===== src/hw/rtl/nlsc_pkg.sv =====
// Package: constants and types for the Newton line-search step controller.
`default_nettype none

package nlsc_pkg;

   // Field widths fixed by the transaction format
   localparam int unsigned RES_PORT_BITS  = 32;
   localparam int unsigned ITER_BITS      = 16;
   localparam int unsigned EXP_BITS       = 6;
   localparam int unsigned TRIAL_BITS     = 6;
   localparam int unsigned GOOD_BITS      = 3;
   localparam int unsigned STAG_BITS      = 2;
   localparam int unsigned REQ_DATA_BITS  = 48;
   localparam int unsigned RSP_DATA_BITS  = 40;

   // Default number of residual bits that take part in the tests
   localparam int unsigned RESIDUAL_BITS_DEFAULT = 32;

   // Step exponent limits
   localparam logic [EXP_BITS-1:0] EXP_LIMIT    = 6'd50;
   localparam logic [EXP_BITS-1:0] EXP_NEAR_MIN = 6'd34;
   localparam logic [EXP_BITS-1:0] EXP_HALVE_MAX = 6'd1;

   // Counter limits
   localparam logic [TRIAL_BITS-1:0] TRIAL_MAX  = 6'd63;
   localparam logic [GOOD_BITS-1:0]  GOOD_MAX   = 3'd7;
   localparam logic [GOOD_BITS-1:0]  GOOD_GIVEUP = 3'd5;
   localparam logic [STAG_BITS-1:0]  STAG_MAX   = 2'd3;
   localparam logic [ITER_BITS-1:0]  ITER_RESET_MAX = 16'd1;

   // Ratio test multipliers (a * p < b * q)
   localparam int unsigned ACC_R_MUL  = 10;   // accept: 10 r < 9 first
   localparam int unsigned ACC_F_MUL  = 9;
   localparam int unsigned FB_F_MUL   = 10;   // fallback seen: r < 10 first
   localparam int unsigned REF_R_MUL  = 2;    // refine: 2 r < ratio
   localparam int unsigned REF_F_MUL  = 11;   // refine: 11 first < 10 r
   localparam int unsigned REF_R2_MUL = 10;
   localparam int unsigned PRG_B_MUL  = 100;  // progress: 100 best < 99 first
   localparam int unsigned PRG_F_MUL  = 99;
   localparam int unsigned STL_B_MUL  = 1000; // stall: 1000 best >= 999 first
   localparam int unsigned STL_F_MUL  = 999;
   localparam int unsigned MUL_EXTRA_BITS = 10;

   // Request kind carried in tuser
   typedef enum logic {
      CMD_START = 1'b0,
      CMD_EVAL  = 1'b1
   } cmd_type;

endpackage

`default_nettype wire


===== src/hw/rtl/newton_line_search_control_top.sv =====
// Top level: step-length controller for a backtracking Newton line search.
//
// Usage:
//  - Request channel (req_*): one transaction per command. tuser is the command
//    (start a search, or report the residual of the step last proposed); tdata
//    carries the residual and, for a start, the Newton iteration number.
//  - Response channel (rsp_*): exactly one transaction per request. tuser is
//    the done flag; tdata gives the step exponent (step = 2^-e) and, when done,
//    the residual of the accepted step.
//  - Pipeline: an accepted request sits in the input register; the result
//    register loads from it once that register is free, and the response is
//    valid from then until it is taken.
//  - Throughput: one request per cycle unless the receiver stalls. Search
//    state updates as the result register loads; the next request sees it.
//  - Stall: when rsp_tready is low the result is held; the input register still
//    takes one more request, after which req_tready drops until the result
//    leaves.
//  - Reset (synchronous, active high): clears both registers' valid flags and
//    all search state, including the stagnation counter kept across searches.
`default_nettype none

module newton_line_search_control_top
   import nlsc_pkg::*;
#(
   parameter int unsigned RESIDUAL_BITS = RESIDUAL_BITS_DEFAULT
) (
   input  wire logic                     clock,
   input  wire logic                     reset,
   // Request channel
   input  wire logic                     req_tvalid,
   output logic                          req_tready,
   input  wire logic [REQ_DATA_BITS-1:0] req_tdata,  // residual[31:0], global_iteration[47:32]
   input  wire logic                     req_tuser,  // cmd
   // Response channel
   output logic                          rsp_tvalid,
   input  wire logic                     rsp_tready,
   output logic [RSP_DATA_BITS-1:0]      rsp_tdata,  // step_exponent[5:0], best_residual[37:6], 0
   output logic                          rsp_tuser   // done_res
);

   // Residual bits used internally; the port carries at most 32
   localparam int unsigned RW = (RESIDUAL_BITS < RES_PORT_BITS) ? RESIDUAL_BITS : RES_PORT_BITS;
   localparam int unsigned MW = RW + MUL_EXTRA_BITS;

   // Input register
   logic                 s_valid_ff;
   cmd_type              s_cmd_ff;
   logic [RW-1:0]        s_res_ff;
   logic [ITER_BITS-1:0] s_iter_ff;

   // Result register
   logic                 rsp_valid_ff;
   logic                 rsp_done_ff, rsp_done_in;
   logic [EXP_BITS-1:0]  rsp_exp_ff, rsp_exp_in;
   logic [RES_PORT_BITS-1:0] rsp_best_ff, rsp_best_in;

   // Search state
   logic [RW-1:0]         first_ff, first_in;
   logic [RW-1:0]         best_ff, best_in;
   logic [EXP_BITS-1:0]   best_exp_ff, best_exp_in;
   logic [EXP_BITS-1:0]   tried_ff, tried_in;
   logic [EXP_BITS-1:0]   next_ff, next_in;
   logic [TRIAL_BITS-1:0] trial_ff, trial_in;
   logic [GOOD_BITS-1:0]  good_ff, good_in;
   logic [STAG_BITS-1:0]  stag_ff, stag_in;
   logic                  seen_ff, seen_in;
   logic [RW-1:0]         ratio_res_ff, ratio_res_in;
   logic [EXP_BITS-1:0]   ratio_exp_ff, ratio_exp_in;
   logic [TRIAL_BITS-1:0] ratio_trial_ff, ratio_trial_in;

   // Evaluate path intermediates
   logic                  out_free, s_fire;
   logic                  upd_ratio, seen1;
   logic [RW-1:0]         ratio_res1, best1, best2;
   logic [EXP_BITS-1:0]   best_exp1, best_exp2;
   logic [GOOD_BITS-1:0]  good1, good2;
   logic [STAG_BITS-1:0]  stag1, stag2;
   logic                  accept, give_up;
   logic [TRIAL_BITS-1:0] trial_inc;
   logic [EXP_BITS-1:0]   next_step;

   // Handshake: the input register moves on when the result register is free
   assign out_free   = !rsp_valid_ff || rsp_tready;
   assign s_fire     = s_valid_ff && out_free;
   assign req_tready = !s_valid_ff || out_free;

   assign rsp_tvalid = rsp_valid_ff;
   assign rsp_tuser  = rsp_done_ff;
   assign rsp_tdata  = {{(RSP_DATA_BITS - RES_PORT_BITS - EXP_BITS){1'b0}},
                        rsp_best_ff, rsp_exp_ff};

   // Proposal of the next step from the current state
   assign trial_inc = (trial_ff < TRIAL_MAX) ? trial_ff + 1'b1 : trial_ff;
   always_comb begin
      next_step = next_ff + ((next_ff <= EXP_HALVE_MAX) ? 6'd1 : 6'd2);
      if (next_step > EXP_LIMIT) begin
         next_step = EXP_LIMIT;
      end
   end

   // Decision logic for one transaction
   always_comb begin
      first_in       = first_ff;
      best_in        = best_ff;
      best_exp_in    = best_exp_ff;
      tried_in       = tried_ff;
      next_in        = next_ff;
      trial_in       = trial_ff;
      good_in        = good_ff;
      stag_in        = stag_ff;
      seen_in        = seen_ff;
      ratio_res_in   = ratio_res_ff;
      ratio_exp_in   = ratio_exp_ff;
      ratio_trial_in = ratio_trial_ff;
      rsp_done_in    = 1'b0;
      rsp_exp_in     = '0;
      rsp_best_in    = '0;

      // Fallback step: first below ten times the start, or a refinement of it
      upd_ratio = (!seen_ff && (MW'(s_res_ff) < MW'(first_ff) * MW'(FB_F_MUL))) ||
                  (seen_ff &&
                   (MW'(s_res_ff) * MW'(REF_R_MUL) < MW'(ratio_res_ff)) &&
                   (MW'(first_ff) * MW'(REF_F_MUL) < MW'(s_res_ff) * MW'(REF_R2_MUL)) &&
                   ({1'b0, trial_ff} <= {1'b0, ratio_trial_ff} + 7'd1));
      seen1      = seen_ff || upd_ratio;
      ratio_res1 = upd_ratio ? s_res_ff : ratio_res_ff;

      // Best step so far and improvement count
      if (good_ff == '0 || s_res_ff < best_ff) begin
         best1     = s_res_ff;
         best_exp1 = tried_ff;
         good1     = 3'd1;
      end else begin
         best1     = best_ff;
         best_exp1 = best_exp_ff;
         good1     = good_ff;
      end
      good2 = (best1 < first_ff && good1 < GOOD_MAX) ? good1 + 1'b1 : good1;

      accept  = MW'(s_res_ff) * MW'(ACC_R_MUL) < MW'(first_ff) * MW'(ACC_F_MUL);
      give_up = (good2 >= GOOD_GIVEUP) || (next_ff >= EXP_NEAR_MIN && seen1) ||
                (next_ff >= EXP_LIMIT);

      // Give-up path: stagnation bookkeeping and fallback substitution
      stag1 = (MW'(best1) * MW'(PRG_B_MUL) < MW'(first_ff) * MW'(PRG_F_MUL)) ? '0 : stag_ff;
      if (stag1 >= STAG_MAX) begin
         best2     = ratio_res1;
         best_exp2 = upd_ratio ? tried_ff : ratio_exp_ff;
      end else begin
         best2     = best1;
         best_exp2 = best_exp1;
      end
      stag2 = (!(MW'(best2) * MW'(STL_B_MUL) < MW'(first_ff) * MW'(STL_F_MUL)) &&
               stag1 < STAG_MAX) ? stag1 + 1'b1 : stag1;

      if (s_cmd_ff == CMD_START) begin
         // Open a search and propose the full step
         if (s_iter_ff <= ITER_RESET_MAX) begin
            stag_in = '0;
         end
         first_in    = s_res_ff;
         best_in     = s_res_ff;
         best_exp_in = '0;
         tried_in    = '0;
         trial_in    = 6'd1;
         next_in     = 6'd1;
         good_in     = '0;
         seen_in     = 1'b0;
         rsp_exp_in  = '0;
      end else begin
         seen_in = seen1;
         if (upd_ratio) begin
            ratio_res_in   = s_res_ff;
            ratio_exp_in   = tried_ff;
            ratio_trial_in = trial_ff;
         end
         good_in = good2;
         if (accept) begin
            best_in     = best1;
            best_exp_in = best_exp1;
            stag_in     = '0;
            rsp_done_in = 1'b1;
            rsp_exp_in  = best_exp1;
            rsp_best_in = RES_PORT_BITS'(best1);
         end else if (give_up) begin
            best_in     = best2;
            best_exp_in = best_exp2;
            stag_in     = stag2;
            rsp_done_in = 1'b1;
            rsp_exp_in  = best_exp2;
            rsp_best_in = RES_PORT_BITS'(best2);
         end else begin
            best_in     = best1;
            best_exp_in = best_exp1;
            tried_in    = next_ff;
            trial_in    = trial_inc;
            next_in     = next_step;
            rsp_exp_in  = next_ff;
         end
      end
   end

   // Control registers and search state
   always_ff @(posedge clock) begin
      if (reset) begin
         s_valid_ff     <= 1'b0;
         rsp_valid_ff   <= 1'b0;
         first_ff       <= '0;
         best_ff        <= '0;
         best_exp_ff    <= '0;
         tried_ff       <= '0;
         next_ff        <= '0;
         trial_ff       <= '0;
         good_ff        <= '0;
         stag_ff        <= '0;
         seen_ff        <= 1'b0;
         ratio_res_ff   <= '0;
         ratio_exp_ff   <= '0;
         ratio_trial_ff <= '0;
      end else begin
         if (req_tready) begin
            s_valid_ff <= req_tvalid;
         end
         if (out_free) begin
            rsp_valid_ff <= s_valid_ff;
         end
         if (s_fire) begin
            first_ff       <= first_in;
            best_ff        <= best_in;
            best_exp_ff    <= best_exp_in;
            tried_ff       <= tried_in;
            next_ff        <= next_in;
            trial_ff       <= trial_in;
            good_ff        <= good_in;
            stag_ff        <= stag_in;
            seen_ff        <= seen_in;
            ratio_res_ff   <= ratio_res_in;
            ratio_exp_ff   <= ratio_exp_in;
            ratio_trial_ff <= ratio_trial_in;
         end
      end
   end

   // Payload registers
   always_ff @(posedge clock) begin
      if (req_tready && req_tvalid) begin
         s_cmd_ff  <= cmd_type'(req_tuser);
         s_res_ff  <= req_tdata[RW-1:0];
         s_iter_ff <= req_tdata[RES_PORT_BITS +: ITER_BITS];
      end
      if (s_fire) begin
         rsp_done_ff <= rsp_done_in;
         rsp_exp_ff  <= rsp_exp_in;
         rsp_best_ff <= rsp_best_in;
      end
   end

endmodule

`default_nettype wire


===== config.mk =====
export PLATFORM = sky130hd
export DESIGN_NAME = newton_line_search_control_top
export DESIGN_NICKNAME = d
export VERILOG_FILES = /design/src/hw/rtl/nlsc_pkg.sv /design/src/hw/rtl/newton_line_search_control_top.sv
export SDC_FILE = /design/constraint.sdc
export NUM_CORES = 2
export LEC_CHECK = 0
export BUFFER_PORTS_ARGS = -buffer_cell sky130_fd_sc_hd__buf_2
export CAP_MARGIN = 25
export CORE_MARGIN = 4
export CORE_UTILIZATION = 45
export CTS_BUF_LIST = sky130_fd_sc_hd__clkbuf_4 sky130_fd_sc_hd__clkbuf_8
export DETAILED_ROUTE_END_ITERATION = 8
export GPL_ROUTABILITY_DRIVEN = 0
export MAX_ROUTING_LAYER = met4
export PLACE_DENSITY = 0.67
export RECOVER_POWER = 50
export SETUP_SLACK_MARGIN = 0.4
export SYNTH_ARGS = -nofsm -noshare
export SYNTH_HDL_FRONTEND = slang
export SYNTH_SLANG_ARGS = --single-unit
export TNS_END_PERCENT = 50

===== constraint.sdc =====
create_clock -name clock -period 16.1 [get_ports clock]
set_input_delay 0.805 -clock clock [delete_from_list [all_inputs] [get_ports clock]]
set_output_delay 0.805 -clock clock [all_outputs]
set_load 0.005 [all_outputs]

==> impl_metrics.py <==
metrics = {
    "route": {
        "drtAntennaViolNets": 0,
        "wl_mm": 124,
        "dr.pass1.iters": 7,
        "drc": 0,
        "vias": 37200,
        "drtIter0Drc": 2628,
        "wl_per_cell_um": 18.4,
        "vias_per_cell": 5.51,
    },
    "floorplanning": {
        "die_h_um": 317,
        "fp.dieW_um": 317,
        "rows": 113,
        "die_area_um2": 101000,
        "ios": 96,
        "initial_core_util": 0.454,
        "core_area_um2": 95000,
    },
    "cts": {
        "clockBufferDepth": 3,
        "path_clk_slew_ns": 0.06,
        "htree_num_levels": 2,
        "clk_latency_ns": 0.65,
        "cts_tree": "done",
        "clock-sinks": 227,
        "cts_buffers": 42,
        "hold_buffers": 0,
        "root_buffer": "clkbuf_8",
    },
    "sta": {
        "hold_viol": 0,
        "fin_crit_sh": 0.947,
        "fin_crit_ns": 15.24,
        "maxSlewViolCount": 232,
        "max_freq_mhz": 65.6,
        "tightest_slew_ns": 3.17,
        "tns_ns": 0,
        "rsz0062_at_grt": "no",
        "setup_ws_ns": 0.859,
        "timing.slew.headroom": -1.12,
        "finalSetupViolCount": 0,
        "finClkSkew_ns": 0.0511,
    },
    "synth": {
        "synth_top_area_frac": 0.250,
        "ys_types": 91,
        "synth.area.top_cells": "ha_1, fa_1, inv_1",
        "synth-seq-area-share": 0.126,
        "synth_area_um2": 43100,
        "synth_edf_count": 87,
        "syn_avg_cell_area_um2": 8.66,
        "synthCells": 4978,
        "yosys_warnings": 0,
        "async_flop_share": 0,
        "ys_ff_latch": 227,
        "yosysMostFrequentCell": "ha_1",
        "post-synth-top-area-cell": "ha_1",
        "synth_ff_type": "dfxtp_1",
        "synth_common_cells": "ha_1, inv_1, a21oi_1",
    },
    "finish": {
        "seq_area_um2": 5420,
        "fin_area_um2": 49300,
        "multi_input_area_um2": 34800,
        "nNetsFinal": 6764,
        "drive_gt1_frac": 0.129,
        "postLayoutCoreUtil": 0.519,
        "syn2layout_area_growth_pct": 14.5,
        "nFillCells": 8948,
    },
    "grt": {
        "first_global_vias": 36200,
        "antenna_found_initial": 1,
        "grt_max_degree": 59,
        "grt_pass1_wl_mm": 198,
        "grt_overflow": 0,
        "grt_usage": 0.249,
    },
    "power": {
        "powerDensity_nw_per_um2": 137,
        "peakVddDrop_mv": 0.212,
        "p_leak_nw": 25.0,
    },
    "place": {
        "place_area_um2": 47900,
        "pre_cts_slack_ns": -0.375,
        "dp_hpwl_mm": 102,
        "io_buffers": 92,
    },
    "setup_path": {
        "crit_required_ns": 16.64,
        "worst_ep_arrival_time_ns": 15.78,
        "r2r_start": "s_res_ff[19]$_DFFE_PP_",
        "worstRegToRegCells": 73,
        "start_kind": "flop",
        "path_max_fanout": 8,
        "crit_start": "s_res_ff[19]$_DFFE_PP_",
        "endpoint_kind": "flop",
        "worst-path-buf-inv": 14,
        "cpLargestDelayFamily": "compound AO/OA/AOI/OAI gates",
        "r2r_slack_ns": 0.86,
        "cpMaxStageDelayCell": "fa_1",
        "max_stage_delay_ns": 0.53,
        "r2r_end": "stag_ff[1]$_SDFFE_PP0P_",
        "critPathCapture": "stag_ff[1]$_SDFFE_PP0P_",
        "worstSetupPathDepth": 73,
        "path_class": "flop to flop",
        "cp_common_cell": "buf_4",
    },
    "run": {
        "drv_cap": 5,
    },
    "run_status": {
        "status": "finished, violations left",
        "failed_checks": "capacitance limit, slew limit",
    },
    "hold_path": {
        "hold_path_class": "input port to flop",
    },
}
## layer usage
layer,up-vias,track usage,part of all wire
li1,18100,-,-
met3,207,0.0280,0.056
met2,996,0.398,0.45
met5,-,-,0
met1,17900,0.329,0.45
met4,0,0.0865,0.042
## flip-flops by register name, indices dropped and copies added (netlist names), 2 cells and up
name and cells:
next_ff 6, tried_ff 6, first_ff 32, ratio_exp_ff 6
good_ff 3, rsp_best_ff 32, best_exp_ff 6, trial_ff 6
rsp_exp_ff 6, stag_ff 2, s_res_ff 32, s_iter_ff 15
ratio_res_ff 32, ratio_trial_ff 6, best_ff 32
## power by group
part / switching (mW) / internal, mW / leakage [nW] / total [mW]
Combinational: 2.90 / 2.65 / 22.6 / 5.55
Clock: 0.281 / 0.297 / 0.435 / 0.578
Sequential: 0.0182 / 0.629 / 1.97 / 0.647
## worst reg2reg max path: cells and delay by family (launching register included)
kind            cells  cell delay [ns]
compound gates     30             4.99
fa+ha+maj          13             4.69
simple gates       13             2.38
buf+inv            14             2.03
flops               1             0.43
mux                 1             0.33
xor+xnor            2             0.28
## worst min path at each step
stage | startpoint | endpoint | slack (ns) | cells after the start
floorplan | ratio_exp_ff[0]$_SDFFE_PP0P_ | ratio_exp_ff[0]$_SDFFE_PP0P_ | 0.43 | 2
global placement | ratio_exp_ff[3]$_SDFFE_PP0P_ | ratio_exp_ff[3]$_SDFFE_PP0P_ | 0.44 | 2
detailed placement | ratio_exp_ff[5]$_SDFFE_PP0P_ | ratio_exp_ff[5]$_SDFFE_PP0P_ | 0.45 | 2
CTS | req_tdata[30] | s_res_ff[30]$_DFFE_PP_ | 0.28 | 1
global route | req_tdata[30] | s_res_ff[30]$_DFFE_PP_ | 0.30 | 1
finish | req_tdata[30] | s_res_ff[30]$_DFFE_PP_ | 0.33 | 1
## cells by family after synthesis
| group | Yosys count | share of synthesized area |
|---|---|---|
| fa+ha+maj | 1266 | 0.438 |
| compound gates | 1206 | 0.177 |
| simple gates | 1076 | 0.116 |
| buf+inv | 896 | 0.0794 |
| xor+xnor | 257 | 0.0522 |
| flops | 227 | 0.126 |
| mux | 49 | 0.0118 |
| other cells | 1 | 0.0000870 |
## per-stage QoR
step / power [mW] / instances / hold WS [ns]
after floorplan: 4.10 / 4979 / 0.434
after global placement: 5.71 / 6644 / 0.441
after detailed placement: 5.81 / 6644 / 0.446
after CTS: 6.49 / 6720 / 0.282
after global routing: 7.53 / 6743 / 0.304
final: 6.78 / 6743 / 0.334
## layout make-up
class / count / area share
timing repair buffer: 527 / 0.0765
antenna: 1 / 0.0000507
sequential: 227 / 0.110
clock inverter: 15 / 0.00178
tap: 1265 / 0.0321
multi-input combinational: 3856 / 0.705
clock buffer: 61 / 0.0150
inverter: 791 / 0.0602
## repair_timing
item                       in CTS  in global routing
buffers inserted                0                 19
cloned                          0                  2
setup endpoints to repair       2                  2
hold endpoints to repair        0                  0
pin swaps                       5                 50
resized for setup              16                113
## layout by cell type, fill, tap and decap left out, types with 40 or more instances in the layout
cell / Yosys / final
a21o_1: 134 / 134
a21oi_1: 415 / 394
a31oi_1: 60 / 59
buf_2: 17 / 66
buf_4: 4 / 416
clkbuf_8: 0 / 45
dfxtp_1: 140 / 140
edfxtp_1: 87 / 87
fa_1: 404 / 403
ha_1: 862 / 853
inv_1: 785 / 776
nand2_1: 385 / 385
nand2b_1: 62 / 62
nand3_1: 85 / 84
nand4_1: 47 / 47
nor2_1: 264 / 260
nor3_1: 59 / 55
o21a_1: 58 / 58
o21ai_0: 223 / 202
o21bai_1: 40 / 40
xnor2_1: 152 / 152
xor2_1: 105 / 105
No activity file was read; power rests on OpenSTA's default activity.
